### src/rtl/qcws_pkg.sv
// Package: lexer modes, byte codes and result/bundle types of the command word splitter.
`default_nettype none
package qcws_pkg;

  localparam logic [2:0] M_IDLE  = 3'd0;
  localparam logic [2:0] M_WORD  = 3'd1;
  localparam logic [2:0] M_WESC  = 3'd2;
  localparam logic [2:0] M_SQ    = 3'd3;
  localparam logic [2:0] M_SQESC = 3'd4;
  localparam logic [2:0] M_DQ    = 3'd5;
  localparam logic [2:0] M_DQESC = 3'd6;
  localparam logic [2:0] M_SKIP  = 3'd7;

  localparam logic [7:0] CH_NUL   = 8'h00;
  localparam logic [7:0] CH_BSL   = 8'h5C;
  localparam logic [7:0] CH_SQ    = 8'h27;
  localparam logic [7:0] CH_DQ    = 8'h22;
  localparam logic [7:0] CH_SPACE = 8'h20;
  localparam logic [7:0] CH_TAB   = 8'h09;
  localparam logic [7:0] CH_CR    = 8'h0D;

  localparam logic [7:0] MAX_WORDS_RESET = 8'd15;

  typedef struct packed {
    logic [7:0] data;
    logic       term;
    logic [7:0] idx;
    logic       cend;
  } result_t;

  // up to three results caused by one input byte; count is 1..3
  typedef struct packed {
    logic [1:0]        count;
    result_t [2:0]     res;
  } bundle_t;

  function automatic logic is_ws(input logic [7:0] b);
    return (b == CH_SPACE) || ((b >= CH_TAB) && (b <= CH_CR));
  endfunction

  function automatic result_t mk_res(input logic [7:0] data, input logic term,
                                     input logic [7:0] idx, input logic cend);
    result_t r;
    r.data = data;
    r.term = term;
    r.idx  = idx;
    r.cend = cend;
    return r;
  endfunction

endpackage
`default_nettype wire

### src/rtl/qcws_ifs.sv
// Interfaces: command byte channel and result channel.
`default_nettype none
interface qcws_cmd_if;
  logic       valid;
  logic       ready;
  logic [7:0] in_byte;
  logic       end_of_buffer;
  modport source (output valid, output in_byte, output end_of_buffer, input ready);
  modport sink (input valid, input in_byte, input end_of_buffer, output ready);
endinterface

interface qcws_res_if;
  logic       valid;
  logic       ready;
  logic [7:0] out_byte;
  logic       is_terminator;
  logic [7:0] word_index;
  logic       cmd_end;
  logic       last;
  modport source (output valid, output out_byte, output is_terminator, output word_index,
                  output cmd_end, output last, input ready);
  modport sink (input valid, input out_byte, input is_terminator, input word_index,
                input cmd_end, input last, output ready);
endinterface
`default_nettype wire

### src/rtl/quoted_command_word_splitter_top.sv
// Top level of the quoted command word splitter.
//
//  channel  | dir | fields
//  ---------+-----+------------------------------------------------------------
//  cmd      | in  | in_byte[7:0], end_of_buffer
//  res      | out | out_byte[7:0], is_terminator, word_index[7:0], cmd_end, last
//  cfg      | in  | cfg_we, cfg_wdata[7:0] (max_words)
//
// One byte is taken per cycle while the queue has room; its results enter the
// queue in the same cycle. The result port gives one result per cycle while
// res.ready is high, so a byte with k results needs k transfers on the output;
// the queue absorbs the bursts. Results reach the port through the queue. rst
// is synchronous and clears lexer state, queue pointers and sets max_words to 15.
`default_nettype none
module quoted_command_word_splitter_top
  import qcws_pkg::*;
#(
  parameter int FIFO_DEPTH = 4
) (
  input  wire logic       clk,
  input  wire logic       rst,
  qcws_cmd_if.sink        cmd,
  qcws_res_if.source      res,
  input  wire logic       cfg_we,
  input  wire logic [7:0] cfg_wdata
);

  logic    push, pop, full, empty;
  bundle_t push_data, head;

  qcws_front u_front (
    .clk       (clk),
    .rst       (rst),
    .cmd       (cmd),
    .cfg_we    (cfg_we),
    .cfg_wdata (cfg_wdata),
    .full      (full),
    .push      (push),
    .push_data (push_data)
  );

  qcws_fifo #(.DEPTH(FIFO_DEPTH)) u_fifo (
    .clk       (clk),
    .rst       (rst),
    .push      (push),
    .push_data (push_data),
    .pop       (pop),
    .head      (head),
    .full      (full),
    .empty     (empty)
  );

  qcws_back u_back (
    .clk   (clk),
    .rst   (rst),
    .head  (head),
    .empty (empty),
    .pop   (pop),
    .res   (res)
  );

endmodule
`default_nettype wire

### src/rtl/qcws_front.sv
// Front end: lexer state, max_words register, turns each byte into a result bundle.
`default_nettype none
module qcws_front
  import qcws_pkg::*;
(
  input  wire logic       clk,
  input  wire logic       rst,
  qcws_cmd_if.sink        cmd,
  input  wire logic       cfg_we,
  input  wire logic [7:0] cfg_wdata,
  input  wire logic       full,
  output logic            push,
  output bundle_t         push_data
);

  logic [2:0] mode, mode_next;
  logic [7:0] wc, wc_next;
  logic [7:0] max_words;

  result_t [2:0] res;
  logic [1:0]    n;
  logic          do_word;
  logic [7:0]    widx;
  logic [7:0]    b;

  assign b = cmd.in_byte;
  assign cmd.ready = !full;

  always_comb begin
    res       = '0;
    n         = 2'd0;
    mode_next = mode;
    wc_next   = wc;
    do_word   = 1'b0;
    widx      = 8'(wc - 8'd1);
    if (b == CH_NUL) begin
      res[0]    = mk_res(8'd0, (mode >= M_WORD) && (mode <= M_DQESC), wc, 1'b1);
      n         = 2'd1;
      mode_next = M_IDLE;
      wc_next   = 8'd0;
    end else begin
      unique case (mode)
        M_IDLE: begin
          if (!is_ws(b)) begin
            if (wc >= max_words) begin
              mode_next = M_SKIP;
            end else begin
              wc_next = 8'(wc + 8'd1);
              widx    = wc;
              do_word = 1'b1;
            end
          end
        end
        M_WORD: do_word = 1'b1;
        M_WESC: begin
          res[n] = mk_res(b, 1'b0, widx, 1'b0);
          n = 2'(n + 2'd1);
          mode_next = M_WORD;
        end
        M_SQ: begin
          if (b == CH_SQ) begin
            mode_next = M_WORD;
          end else if (b == CH_BSL) begin
            mode_next = M_SQESC;
          end else begin
            res[n] = mk_res(b, 1'b0, widx, 1'b0);
            n = 2'(n + 2'd1);
          end
        end
        M_SQESC: begin
          if (b != CH_SQ) begin
            res[n] = mk_res(CH_BSL, 1'b0, widx, 1'b0);
            n = 2'(n + 2'd1);
          end
          res[n] = mk_res(b, 1'b0, widx, 1'b0);
          n = 2'(n + 2'd1);
          mode_next = M_SQ;
        end
        M_DQ: begin
          if (b == CH_DQ) begin
            mode_next = M_WORD;
          end else if (b == CH_BSL) begin
            mode_next = M_DQESC;
          end else begin
            res[n] = mk_res(b, 1'b0, widx, 1'b0);
            n = 2'(n + 2'd1);
          end
        end
        M_DQESC: begin
          if ((b != CH_BSL) && (b != CH_DQ)) begin
            res[n] = mk_res(CH_BSL, 1'b0, widx, 1'b0);
            n = 2'(n + 2'd1);
          end
          res[n] = mk_res(b, 1'b0, widx, 1'b0);
          n = 2'(n + 2'd1);
          mode_next = M_DQ;
        end
        M_SKIP: ;
        default: ;
      endcase
      if (do_word) begin
        if (b == CH_BSL) begin
          mode_next = M_WESC;
        end else if (is_ws(b)) begin
          res[n] = mk_res(8'd0, 1'b1, widx, 1'b0);
          n = 2'(n + 2'd1);
          mode_next = M_IDLE;
        end else if (b == CH_SQ) begin
          mode_next = M_SQ;
        end else if (b == CH_DQ) begin
          mode_next = M_DQ;
        end else begin
          res[n] = mk_res(b, 1'b0, widx, 1'b0);
          n = 2'(n + 2'd1);
          mode_next = M_WORD;
        end
      end
      if (cmd.end_of_buffer) begin
        res[n] = mk_res(8'd0, (mode_next >= M_WORD) && (mode_next <= M_DQESC),
                        wc_next, 1'b1);
        n = 2'(n + 2'd1);
        mode_next = M_IDLE;
        wc_next   = 8'd0;
      end
    end
  end

  assign push            = cmd.valid && cmd.ready && (n != 2'd0);
  assign push_data.count = n;
  assign push_data.res   = res;

  always_ff @(posedge clk) begin
    if (rst) begin
      mode      <= M_IDLE;
      wc        <= 8'd0;
      max_words <= MAX_WORDS_RESET;
    end else begin
      if (cmd.valid && cmd.ready) begin
        mode <= mode_next;
        wc   <= wc_next;
      end
      if (cfg_we) begin
        max_words <= cfg_wdata;
      end
    end
  end

endmodule
`default_nettype wire

### src/rtl/qcws_fifo.sv
// Bundle queue between front end and back end.
`default_nettype none
module qcws_fifo
  import qcws_pkg::*;
#(
  parameter int DEPTH = 4
) (
  input  wire logic clk,
  input  wire logic rst,
  input  wire logic push,
  input  bundle_t   push_data,
  input  wire logic pop,
  output bundle_t   head,
  output logic      full,
  output logic      empty
);

  localparam int PW = (DEPTH > 1) ? $clog2(DEPTH) : 1;
  localparam int CW = $clog2(DEPTH + 1);

  bundle_t        mem [DEPTH];
  logic [PW-1:0]  wr_ptr, rd_ptr;
  logic [CW-1:0]  count;

  assign full  = (count == CW'(DEPTH));
  assign empty = (count == '0);
  assign head  = mem[rd_ptr];

  always_ff @(posedge clk) begin
    if (push) begin
      mem[wr_ptr] <= push_data;
    end
  end

  always_ff @(posedge clk) begin
    if (rst) begin
      wr_ptr <= '0;
      rd_ptr <= '0;
      count  <= '0;
    end else begin
      if (push) begin
        wr_ptr <= (wr_ptr == PW'(DEPTH - 1)) ? '0 : PW'(wr_ptr + 1'b1);
      end
      if (pop) begin
        rd_ptr <= (rd_ptr == PW'(DEPTH - 1)) ? '0 : PW'(rd_ptr + 1'b1);
      end
      if (push && !pop) begin
        count <= CW'(count + 1'b1);
      end else if (pop && !push) begin
        count <= CW'(count - 1'b1);
      end
    end
  end

endmodule
`default_nettype wire

### src/rtl/qcws_back.sv
// Back end: steps through the results of the head bundle, one per transaction.
`default_nettype none
module qcws_back
  import qcws_pkg::*;
(
  input  wire logic clk,
  input  wire logic rst,
  input  bundle_t   head,
  input  wire logic empty,
  output logic      pop,
  qcws_res_if.source res
);

  logic [1:0] sel;
  result_t    cur;
  logic       is_last;

  assign cur     = head.res[sel];
  assign is_last = (sel == 2'(head.count - 2'd1));

  assign res.valid         = !empty;
  assign res.out_byte      = cur.data;
  assign res.is_terminator = cur.term;
  assign res.word_index    = cur.idx;
  assign res.cmd_end       = cur.cend;
  assign res.last          = is_last;

  assign pop = res.valid && res.ready && is_last;

  always_ff @(posedge clk) begin
    if (rst) begin
      sel <= 2'd0;
    end else if (res.valid && res.ready) begin
      sel <= is_last ? 2'd0 : 2'(sel + 2'd1);
    end
  end

endmodule
`default_nettype wire

### src/flat_wrapper.sv
// flat-port wrapper written by rule: the top's interface ports become plain ports
module quoted_command_word_splitter_top_flat import qcws_pkg::*;
#(
  parameter int FIFO_DEPTH = 4
)
  (clk, rst, cfg_we, cfg_wdata, cmd_valid, cmd_in_byte, cmd_end_of_buffer, cmd_ready, res_valid, res_out_byte, res_is_terminator, res_word_index, res_cmd_end, res_last, res_ready);
  qcws_cmd_if cmd_i ();
  qcws_res_if res_i ();
  input  wire logic clk;
  input  wire logic rst;
  input  wire logic cfg_we;
  input  wire logic [7:0] cfg_wdata;
  input wire logic [$bits(cmd_i.valid)-1:0] cmd_valid;
  input wire logic [$bits(cmd_i.in_byte)-1:0] cmd_in_byte;
  input wire logic [$bits(cmd_i.end_of_buffer)-1:0] cmd_end_of_buffer;
  output wire logic [$bits(cmd_i.ready)-1:0] cmd_ready;
  output wire logic [$bits(res_i.valid)-1:0] res_valid;
  output wire logic [$bits(res_i.out_byte)-1:0] res_out_byte;
  output wire logic [$bits(res_i.is_terminator)-1:0] res_is_terminator;
  output wire logic [$bits(res_i.word_index)-1:0] res_word_index;
  output wire logic [$bits(res_i.cmd_end)-1:0] res_cmd_end;
  output wire logic [$bits(res_i.last)-1:0] res_last;
  input wire logic [$bits(res_i.ready)-1:0] res_ready;
  assign cmd_i.valid = cmd_valid;
  assign cmd_i.in_byte = cmd_in_byte;
  assign cmd_i.end_of_buffer = cmd_end_of_buffer;
  assign cmd_ready = cmd_i.ready;
  assign res_valid = res_i.valid;
  assign res_out_byte = res_i.out_byte;
  assign res_is_terminator = res_i.is_terminator;
  assign res_word_index = res_i.word_index;
  assign res_cmd_end = res_i.cmd_end;
  assign res_last = res_i.last;
  assign res_i.ready = res_ready;
  quoted_command_word_splitter_top #(.FIFO_DEPTH(FIFO_DEPTH)) u_core (.clk(clk), .rst(rst), .cmd(cmd_i), .res(res_i), .cfg_we(cfg_we), .cfg_wdata(cfg_wdata));
endmodule
### config.mk
export PLATFORM = sky130hd
export DESIGN_NAME = quoted_command_word_splitter_top_flat
export DESIGN_NICKNAME = d
export VERILOG_FILES = /design/src/rtl/qcws_pkg.sv /design/src/rtl/qcws_ifs.sv /design/src/rtl/quoted_command_word_splitter_top.sv /design/src/rtl/qcws_front.sv /design/src/rtl/qcws_fifo.sv /design/src/rtl/qcws_back.sv /design/src/flat_wrapper.sv
export SDC_FILE = /design/constraint.sdc
export NUM_CORES = 1
export LEC_CHECK = 0
export ABC_CLOCK_PERIOD_IN_PS = 14150
export BUFFER_PORTS_ARGS = -buffer_cell sky130_fd_sc_hd__buf_2
export CAP_MARGIN = 0
export CORE_MARGIN = 8
export CORE_UTILIZATION = 45
export CTS_BUF_LIST = sky130_fd_sc_hd__clkbuf_8
export CTS_CLUSTER_DIAMETER = 80
export CTS_CLUSTER_SIZE = 28
export DETAILED_ROUTE_END_ITERATION = 10
export GPL_TIMING_DRIVEN = 1
export PLACE_DENSITY = 0.64
export RECOVER_POWER = 100
export SLEW_MARGIN = 5
export SYNTH_ARGS = -nofsm -noshare
export SYNTH_HDL_FRONTEND = slang
export SYNTH_SLANG_ARGS = --single-unit
### constraint.sdc
create_clock -name clk -period 14.15 [get_ports clk]
set_input_delay 1.415 -clock clk [delete_from_list [all_inputs] [get_ports clk]]
set_output_delay 1.415 -clock clk [all_outputs]
set_load 0.01 [all_outputs]
---- Word level (Yosys, flattened, before mapping) ----
Memory sizes are Yosys's and may differ from the RTL's. A register that Yosys moved wholly into a read port is not among the register bits.
Cells that the tools add are included.
cells by class
  $add $sub $neg .......................... 12
  order comparisons ....................... 16
  equal/unequal tests ..................... 17
  mux-type cells .......................... 94
  reductions and logical operators ........ 24
operator list
  kind                                                                           count
  54-bit two-way mux                                                             7
  54-bit bitwise mux                                                             5
  18-bit two-way mux                                                             14
  18-bit demux with 2-bit select                                                 4
  18-bit one-hot mux with 5 select lines                                         1
  8-bit two-way mux                                                              10
  36-bit two-way mux                                                             2
  36-bit one-hot mux with 2 select lines                                         1
  3-bit two-way mux                                                              16
  18-bit binary-select mux with 2-bit select                                     1
  2-bit two-way mux                                                              18
  17-bit two-way mux                                                             2
  8-bit by 6-bit == test with 1-bit output (second input constant)               3
  3-bit one-hot mux with 6 select lines                                          1
  8-bit by 6-bit inequality test with 1-bit output (second input constant)       2
  2-bit by 3-bit less-than comparator with 1-bit output (second input constant)  5
  2-bit by 1-bit adder with 2-bit output (second input constant)                 7
  1-bit logical AND                                                              14
  3-bit == test (second input constant)                                          4
  1-bit two-way mux                                                              10
  2-bit one-hot mux with 5 select lines                                          1
  8-bit by 1-bit adder with 8-bit output (second input constant)                 1
  8-bit by 7-bit == test with 1-bit output (second input constant)               1
  2-bit by 1-bit >= comparator with 1-bit output (second input constant)         4
  20 further kinds                                                               29
storage, ports and cells
  bits in registers ....................... 28
  memory bits (writable) .................. 224
  output and inout bits ................... 21
  logic and storage cells ................. 171
  memories ................................ 1
memory list
  memory             depth  bits a word  rd ports  clocked after memory_dff  wr ports  RTL line         RTL
  u_core.u_fifo.mem  4      56           1         1                         1         qcws_fifo.sv:21  bundle_t mem [DEPTH];

---- Longest topological paths before layout ----
Gate-level depths: netlist (run 1).
  depth after elaboration ................. 24
  depth in mapped cells ................... 21
  gate-level depth less buffers ........... 19

---- Modules after synthesis ----
A second synthesis (run 1) with hierarchy kept.
unflattened totals
  cell total of the unflattened synthesis .. 876
  area, all modules ....................... 12275.5 um^2
modules (own cells, without submodules)
  module      times used  cells an instance  area each (um^2)
  qcws_fifo   1           336                8555.7
  qcws_front  1           463                3199.3
  qcws_back   1           77                 520.5

---- Worst setup path before layout (run 1) ----
Ideal clock, no wire load.
  path type ............................... input-to-reg
  start point ............................. input cmd_in_byte[4]
  end point ............................... memory u_core.u_fifo.mem[0][0] (netlist name), enable pin
  arrival ................................. 5.411 ns
  data required time ...................... 13.730 ns
  setup slack ............................. 8.320 ns
  stages .................................. 14
  path buffers ............................ 1
  path through ............................ or3_1 > buf_2 > o311a_1 > a211oi_1 > o221ai_1 > ha_1 > nand2_1 > nand2_1 > ha_1 > nand2_1 > nor2_1 > a21boi_1 > nor3_2 > and2_1
between the ends
  word-level cells in the longest chain between the ends .. 22
RTL lines
  what                                                                                                                         RTL line                                RTL
  start, declared                                                                                                              flat_wrapper.sv:14                      input wire logic [$bits(cmd_i.in_byte)-1:0] cmd_in_byte;
  8-bit by 7-bit inequality test with 1-bit output / 8-bit by 6-bit inequality test with 1-bit output (equally long branches)  qcws_front.sv:90                        if ((b != CH_BSL) && (b != CH_DQ)) begin
  1-bit logical AND                                                                                                            qcws_front.sv:90
  1-bit two-way mux                                                                                                            qcws_front.sv:90
  2-bit two-way mux                                                                                                            qcws_front.sv:42                        unique case (mode)
  2-bit two-way mux                                                                                                            qcws_front.sv:36                        if (b == CH_NUL) begin
  2-bit by 1-bit adder with 2-bit output                                                                                       qcws_front.sv:95                        n = 2'(n + 2'd1);
  2-bit one-hot mux with 5 select lines                                                                                        qcws_front.sv:42
  2-bit two-way mux                                                                                                            qcws_front.sv:36
  (+7 left out)                                                                                                                n/a
  2-bit by 1-bit adder with 2-bit output                                                                                       qcws_front.sv:121                       n = 2'(n + 2'd1);
  2-bit two-way mux                                                                                                            qcws_front.sv:118                       if (cmd.end_of_buffer) begin
  2-bit two-way mux *                                                                                                          qcws_front.sv:36
  2-bit nonzero test *                                                                                                         qcws_front.sv:128                       assign push = cmd.valid && cmd.ready && (n != 2'd0);
  1-bit logical AND *                                                                                                          qcws_front.sv:128
  net u_core.push                                                                                                              quoted_command_word_splitter_top.sv:28  logic push, pop, full, empty;
  1-bit two-way mux *                                                                                                          qcws_fifo.sv:30                         if (push) begin
  1-bit two-way mux (not written as such) *                                                                                    qcws_fifo.sv:31                         mem[wr_ptr] <= push_data;
  end, declared                                                                                                                qcws_fifo.sv:21
Mark *: on every way through the listed nets, which the timed path passes. The rest lies on a longest branch. The select of a mux whose other input is x is not followed.

---- Worst setup path after layout (run 1) ----
  start point ............................. input cmd_in_byte[3]
  end point ............................... memory u_core.u_fifo.mem[1][25] (netlist name), enable pin
Same word-level chain as after synthesis.

==> metrics.txt, run 1 <==
CTS Buf Count=14; ANT nets after route=0; Clock Latency Late Sink=0.56 ns; DP Cell Count=~1200; Yosys reg bits=254; Hold Crit Class=reg -> reg; WL per Instance=23.0 um; register area share after synthesis=approximately 60%; die width=181 um; first-pass GRT wire length=about 44000 um; number of global-route vias before repair=~7400; final layout net count=950; max-cap violation count=6; Syn Nets=940; final cell count without fillers=between 1000 and 1500; Peak Freq=~110 MHz; top cells by area, synth=edfxtp_1 (55%), mux4_2 (10%), dfxtp_1 (4.9%), ha_1 (2.3%), mux2i_1 (2.2%); post-layout min period=~8.7 ns; CP Max Fanout=50; num ports=43; Post-synth EDFFs=between 200 and 250; Final Max Slew Viols=278; most common cell in the netlist=edfxtp_1; Post-synth top cells=edfxtp_1 (224), mux4_2 (56), nand2_1 (56); met1 WL=about 13000 um; CP Launch Point=cmd_in_byte[3]; Post-Syn Instances=~900; sequential fraction of design power=56.3%; PostCTS Resize Cnt=0; row cnt=60; RR Startpoint=u_core.u_front.wc[0]; die area=0.0326 sq mm; Remaining DRCs=0; total gr overflow=0; # Post-CTS Setup Buffers=0; Post-Syn Area=approximately 0.012 sq mm; Crit. End Element=register; Async SR Flop Fraction=0%; P per Cell Area=about 130 mW/mm^2; Hold Startpoint=u_core.u_front.max_words[1]; hold_buf cts=0; Worst Setup EP=u_core.u_fifo.mem[1][25]; Fin Setup TNS=0 ns; maximum clock path buffer count=3; largest net degree at the start of global routing=57; total internal power=~1.2 mW; top_reg_cell synth=edfxtp_1; routed wire length=28800 um; Vias/cell=6.13; Fill cells=about 2400; R2R Setup Slk=6.83 ns; Switching Share=between 20% and 30%; Tightest Pin Transition=approximately 3.8 ns; Total GRT Usage=between 10% and 20%; Peak VDD IR=about 0.000078 V; post-synth top area share=55.2%; Finished Cell Area=about 0.013 sq mm; Gate power share=23.2%; core area=around 0.027 sq mm; post-synth top area cell=edfxtp_1; RSZ-0062 raised after global routing=no; H-tree depth=1; clk slew on worst S/H paths=approximately 0.13 ns; yosys warns=0; Setup Skew=0.0310 ns; Static Leak=4.35 nW; r2r worst-path depth=16; number of antenna violations at the first check in global routing=1; gpl congestion=0.927; startpoint types=input pin; Mean Syn Cell Area=~14 sq um; Port Buffers=42; Crit path required time=between 10 and 15 ns; antenna diode count=0; failing checks=max-capacitance violations, max-slew violations; clock power share=approximately 20%; first drt pass iteration count=5; layout cells sized above 1=a little over an eighth; Clock Sinks=between 200 and 300; Arrival @ worst endpoint=just under 9 ns; final hold viol count=0; routed via count=roughly 7700; Area after DPL=0.0127 sq mm; initial core utilization=45.4%; detailed-placement wirelength estimate=around 19000 um; reg2reg end=u_core.u_fifo.mem[1][25]; DRT iter0 DRCs=920; Net Sw Power=roughly 0.5 mW; Setup CP Type=in -> reg; die height=approximately 180 um; worst rel slew slack=-151%; TritonCTS clock tree=done; area grow syn2layout=5.53%; status=complete, but fails checks; met2 routed wirelength=between 10000 and 15000 um; Tcrit/Tclk final=about 62%; WL met3=around 1800 um; total power=1.66 mW; Unique masters post-synth=78; clk root buf=clkbuf_8; highest routed metal layer=met4; setup violators final=0
[stage by stage]
| stage | utilization, % | worst slack (ns) | hold WS (ns) |
|---|---|---|---|
| 2_1_floorplan | - | 8.32 | 0.446 |
| 3_3_place_gp | 47.3 | 7.87 | 0.472 |
| 3_5_place_dp | 47.3 | 7.81 | 0.478 |
| 4_1_cts | 48.3 | 8.39 | 0.500 |
| 5_1_grt | 48.0 | 4.80 | 0.517 |
| 6_report | 48.0 | 5.41 | 0.494 |
[power groups by stage]
| stage | registers (mW) | clock network (mW) | logic [mW] |
|---|---|---|---|
| 2_1_floorplan | 0.935 | 0 | 0.283 |
| 4_1_cts | 0.929 | 0.348 | 0.405 |
| 5_1_grt | 0.945 | 0.370 | 0.425 |
| 3_5_place_dp | 0.947 | 0 | 0.404 |
| 6_report | 0.936 | 0.339 | 0.386 |
| 3_3_place_gp | 0.943 | 0 | 0.400 |
[layout make-up]
cell class	count	area (sq um)	area share (%)
Multi-Input combinational cell	532	4390	34.1
Sequential cell	254	7330	57.0
Tap cell	341	427	3.32
Timing Repair Buffer	54	246	1.92
Inverter	49	184	1.43
Clock buffer	15	206	1.61
Clock inverter	6	71.3	0.555
[metal layers]
| layer | GRT usage (%) | vias up |
|---|---|---|
| met5 | 0 | - |
| met4 | 4.60 | 0 |
| met3 | 2.16 | 47 |
| met2 | 26.8 | 302 |
| met1 | 25.2 | 3831 |
| li1 | - | 3486 |
[worst max-delay path: stages]
cell,delay (ns)
clkbuf_1,0.30
or3b_1,0.42
nor4_1,1.39
o21ai_0,0.29
nand2b_1,0.44
ha_1,0.31
nand2_1,0.06
nand2_1,0.09
ha_1,0.32
nand2_1,0.08
nor2_1,0.05
a21boi_0,0.15
nor3_1,0.56
and2_0,0.55
clkbuf_1,2.37
[cell families after synthesis]
logic type                 Yosys count  share of synthesized area (%)
and+or+nand+nor                    224                           9.42
adders and majority gates           23                           2.42
buffers and inverters              109                           3.60
xor gates and xnor gates            14                           1.01
AOI/OAI and AO/OA                  188                           10.8
muxes                               83                           12.6
DFF                                254                           60.2
[how the worst min path moves through the flow]
stage | endpoint | cells after the start
2_1_floorplan | u_core.u_front.max_words[0] | 2
3_3_place_gp | register | 2
3_5_place_dp | u_core.u_front.max_words[2] | 2
4_1_cts | u_core.u_front.max_words[2] | 2
5_1_grt | register | 2
6_report | u_core.u_front.max_words[1] | 2
[flip-flops by register name, indices dropped and copies added (netlist names), named ones only]
register	cells
u_core.u_front.wc	8
u_core.u_fifo.count	3
u_core.u_front.mode	3
u_core.u_front.max_words	8
u_core.u_back.sel	2
u_core.u_fifo.mem	224
u_core.u_fifo.rd_ptr	2
u_core.u_fifo.wr_ptr	2
[layout by cell type, fill, tap and decap left out, types with 9 or more instances in the layout]
master    netlist  routed
edfxtp_1      224     224
nand2_1        56      56
mux4_2         56      56
nor2_1         55      55
inv_1          48      48
a21oi_1        41      41
clkbuf_1       37      31
dfxtp_1        30      29
mux2i_1        27      27
o21ai_0        23      25
o22ai_1        25      25
ha_1           22      22
buf_2           8      17
nor3_1         14      15
nand3_1        14      15
clkbuf_8        0      15
and2_0          0      14
and3_1         11      11
or3_1           9       9
o31ai_1         9       9
No activity file was read; power rests on OpenSTA's default activity.
==> inputs of run 2 (changes only) <==
--- a/config.mk
+++ b/config.mk
@@ -5,7 +5,7 @@
 export SDC_FILE = /design/constraint.sdc
 export NUM_CORES = 1
 export LEC_CHECK = 0
-export ABC_CLOCK_PERIOD_IN_PS = 14150
+export ABC_CLOCK_PERIOD_IN_PS = 7250
 export BUFFER_PORTS_ARGS = -buffer_cell sky130_fd_sc_hd__buf_2
 export CAP_MARGIN = 0
 export CORE_MARGIN = 8
@@ -15,7 +15,7 @@
 export CTS_CLUSTER_SIZE = 28
 export DETAILED_ROUTE_END_ITERATION = 10
 export GPL_TIMING_DRIVEN = 1
-export PLACE_DENSITY = 0.64
+export PLACE_DENSITY = 0.66
 export RECOVER_POWER = 100
 export SLEW_MARGIN = 5
 export SYNTH_ARGS = -nofsm -noshare
==> constraint.sdc (replaced) <==
create_clock -name clk -period 7.25 [get_ports clk]
set_input_delay 0.725 -clock clk [delete_from_list [all_inputs] [get_ports clk]]
set_output_delay 0.725 -clock clk [all_outputs]
set_load 0.01 [all_outputs]
==> metrics.txt, run 2 (synthesized netlist as in run 1, its figures left out) <==
status=complete, but fails checks; failing checks=max-capacitance violations, max-slew violations; DRT iter0 DRCs=roughly 760; H-tree depth=1; Switching Share=29.9%; Top reg by flops=u_core.u_fifo.mem; P per Cell Area=between 200 and 300 mW/mm^2; Clock Latency Late Sink=between 0.5 and 0.6 ns; Gate power share=about 22%; final hold viol count=0; DP Cell Count=between 1000 and 1500; Total GRT Usage=between 15 and 20%; post-route setup slack=between 1 and 1.5 ns; total gr overflow=0; Clock Sinks=about 250; die height=approximately 180 um; Static Leak=roughly 4.4 nW; Tcrit/Tclk final=around four fifths; layout cells sized above 1=roughly 14%; clk root buf=clkbuf_8; ANT nets after route=0; Final Max Slew Viols=between 50 and 60; Setup WS pre-CTS=1.79 ns; max-cap violation count=1; num ports=43; met2 routed wirelength=roughly 13000 um; final cell count without fillers=1258; number of global-route vias before repair=between 7000 and 8000; clk slew on worst S/H paths=around 0.15 ns; commonest non-fill, non-tap cell in the layout=edfxtp_1; max reg flops=~220; post-layout min period=around 5.8 ns; startpoint types=register; Port Buffers=42; core area=between 0.02 and 0.03 sq mm; Peak VDD IR=between 0.00015 and 0.0002 V; Fill cells=~2300; CP Max Fanout=36; Setup CP Type=reg -> reg; Remaining DRCs=0; CTS Buf Count=16; area grow syn2layout=6.79%; Largest regs=u_core.u_fifo.mem: 224 flops, u_core.u_front.max_words: 8 flops, u_core.u_front.wc: 8 flops; routed wire length=roughly 29000 um; TritonCTS clock tree=done; PostCTS Resize Cnt=0; Crit path required time=about 7.5 ns; Fin Setup TNS=0 ns; row cnt=60; Vias/cell=between 6 and 7; sequential fraction of design power=54.9%; first-pass GRT wire length=about 44000 um; highest routed metal layer=met4; most frequent cells in the layout=edfxtp_1 (224), nand2_1 (56), mux4_2 (56), nor2_1 (55), inv_1 (50); detailed-placement wirelength estimate=between 15000 and 20000 um; setup violators final=0; met1 WL=around 13000 um; Hold Crit Class=in -> reg; total internal power=~2.3 mW; Peak Freq=about 170 MHz; hold_buf cts=0; maximum clock path buffer count=3; largest net degree at the start of global routing=57; number of antenna violations at the first check in global routing=1; Tightest Pin Transition=roughly 3.4 ns; worst rel slew slack=-126%; Arrival @ worst endpoint=5.98 ns; first drt pass iteration count=5; initial core utilization=45.4%; clock power share=between 20% and 30%; die area=approximately 0.033 sq mm; Crit. End Element=register; Setup Skew=0.0472 ns; WL met3=between 1500 and 2000 um; gpl congestion=roughly 0.93; RSZ-0062 raised after global routing=no; Net Sw Power=just under 1 mW; WL per Instance=approximately 23 um; die width=roughly 180 um; routed via count=between 7000 and 8000; final layout net count=954; # Post-CTS Setup Buffers=0
run 2: cell types whose count changed in the layout (fill, tap and decap cells not counted), moves of 3 or more:
cell       change
and2_0         -3
and2_2         +3
buf_4          +5
clkbuf_1       -5
clkbuf_8       +3
clkinv_16      +3
run 2: layout make-up:
cell class / instances / area [sq um] / share of cell area, %
Timing Repair Buffer: 56 / 275 / 2.12
Inverter: 49 / 184 / 1.41
Clock inverter: 7 / 144 / 1.11
Antenna cell: 1 / 2.50 / 0.0192
Clock buffer: 18 / 248 / 1.90
Tap cell: 341 / 427 / 3.28
Multi-Input combinational cell: 532 / 4400 / 33.8
Sequential cell: 254 / 7330 / 56.4
run 2: metal layers:
layer | GRT usage [%] | up-vias
met4 | 4.63 | 0
met5 | 0 | -
met1 | 23.6 | 3794
met2 | 27.5 | 306
met3 | 2.68 | 49
li1 | - | 3495
run 2: path summary, 6_finish.rpt:
| check | start | endpoint | slack (ns) | cells past startpoint |
|---|---|---|---|---|
| setup / recovery | u_core.u_front.wc[0] | u_core.u_fifo.mem[3][8] | 1.46 | 15 |
| hold / removal | cfg_wdata[2] | u_core.u_front.max_words[2] | 0.41 | 3 |
| setup reg to reg | u_core.u_front.wc[0] | u_core.u_fifo.mem[3][8] | 1.46 | 15 |
| hold reg to reg | u_core.u_front.max_words[1] | u_core.u_front.max_words[1] | 0.50 | 2 |
run 2: power groups by stage:
| stage | clock [mW] | sequential, mW | combinational [mW] |
|---|---|---|---|
| final | 0.757 | 1.82 | 0.740 |
| after global routing | 0.818 | 1.84 | 0.815 |
| after CTS | 0.777 | 1.83 | 0.768 |
| after detailed placement | 0 | 1.86 | 0.766 |
| after global placement | 0 | 1.85 | 0.760 |
| after floorplan | 0 | 1.82 | 0.553 |
run 2: worst max-delay path: stages, from the launching register on:
cell	delay (ns)
dfxtp_1	0.56
inv_1	0.19
ha_1	0.32
nand2b_1	0.14
a2111oi_0	0.55
o21bai_1	0.14
clkbuf_1	0.28
a211oi_1	0.90
nor2_1	0.18
ha_1	0.33
nand2_1	0.09
nor2_1	0.06
a21boi_0	0.18
nor3_2	0.39
and2_2	0.58
buf_4	0.54
run 2: through the flow:
step                      hold WS (ns)  total power [mW]  util (%)  area [sq um]
after detailed placement         0.475              2.63      47.3         12700
after CTS                        0.385              3.37      48.8         13100
after global placement           0.475              2.61      47.3         12700
after global routing             0.404              3.47      48.5         13000
after floorplan                  0.446              2.38         -         12200
final                            0.414              3.32      48.5         13000
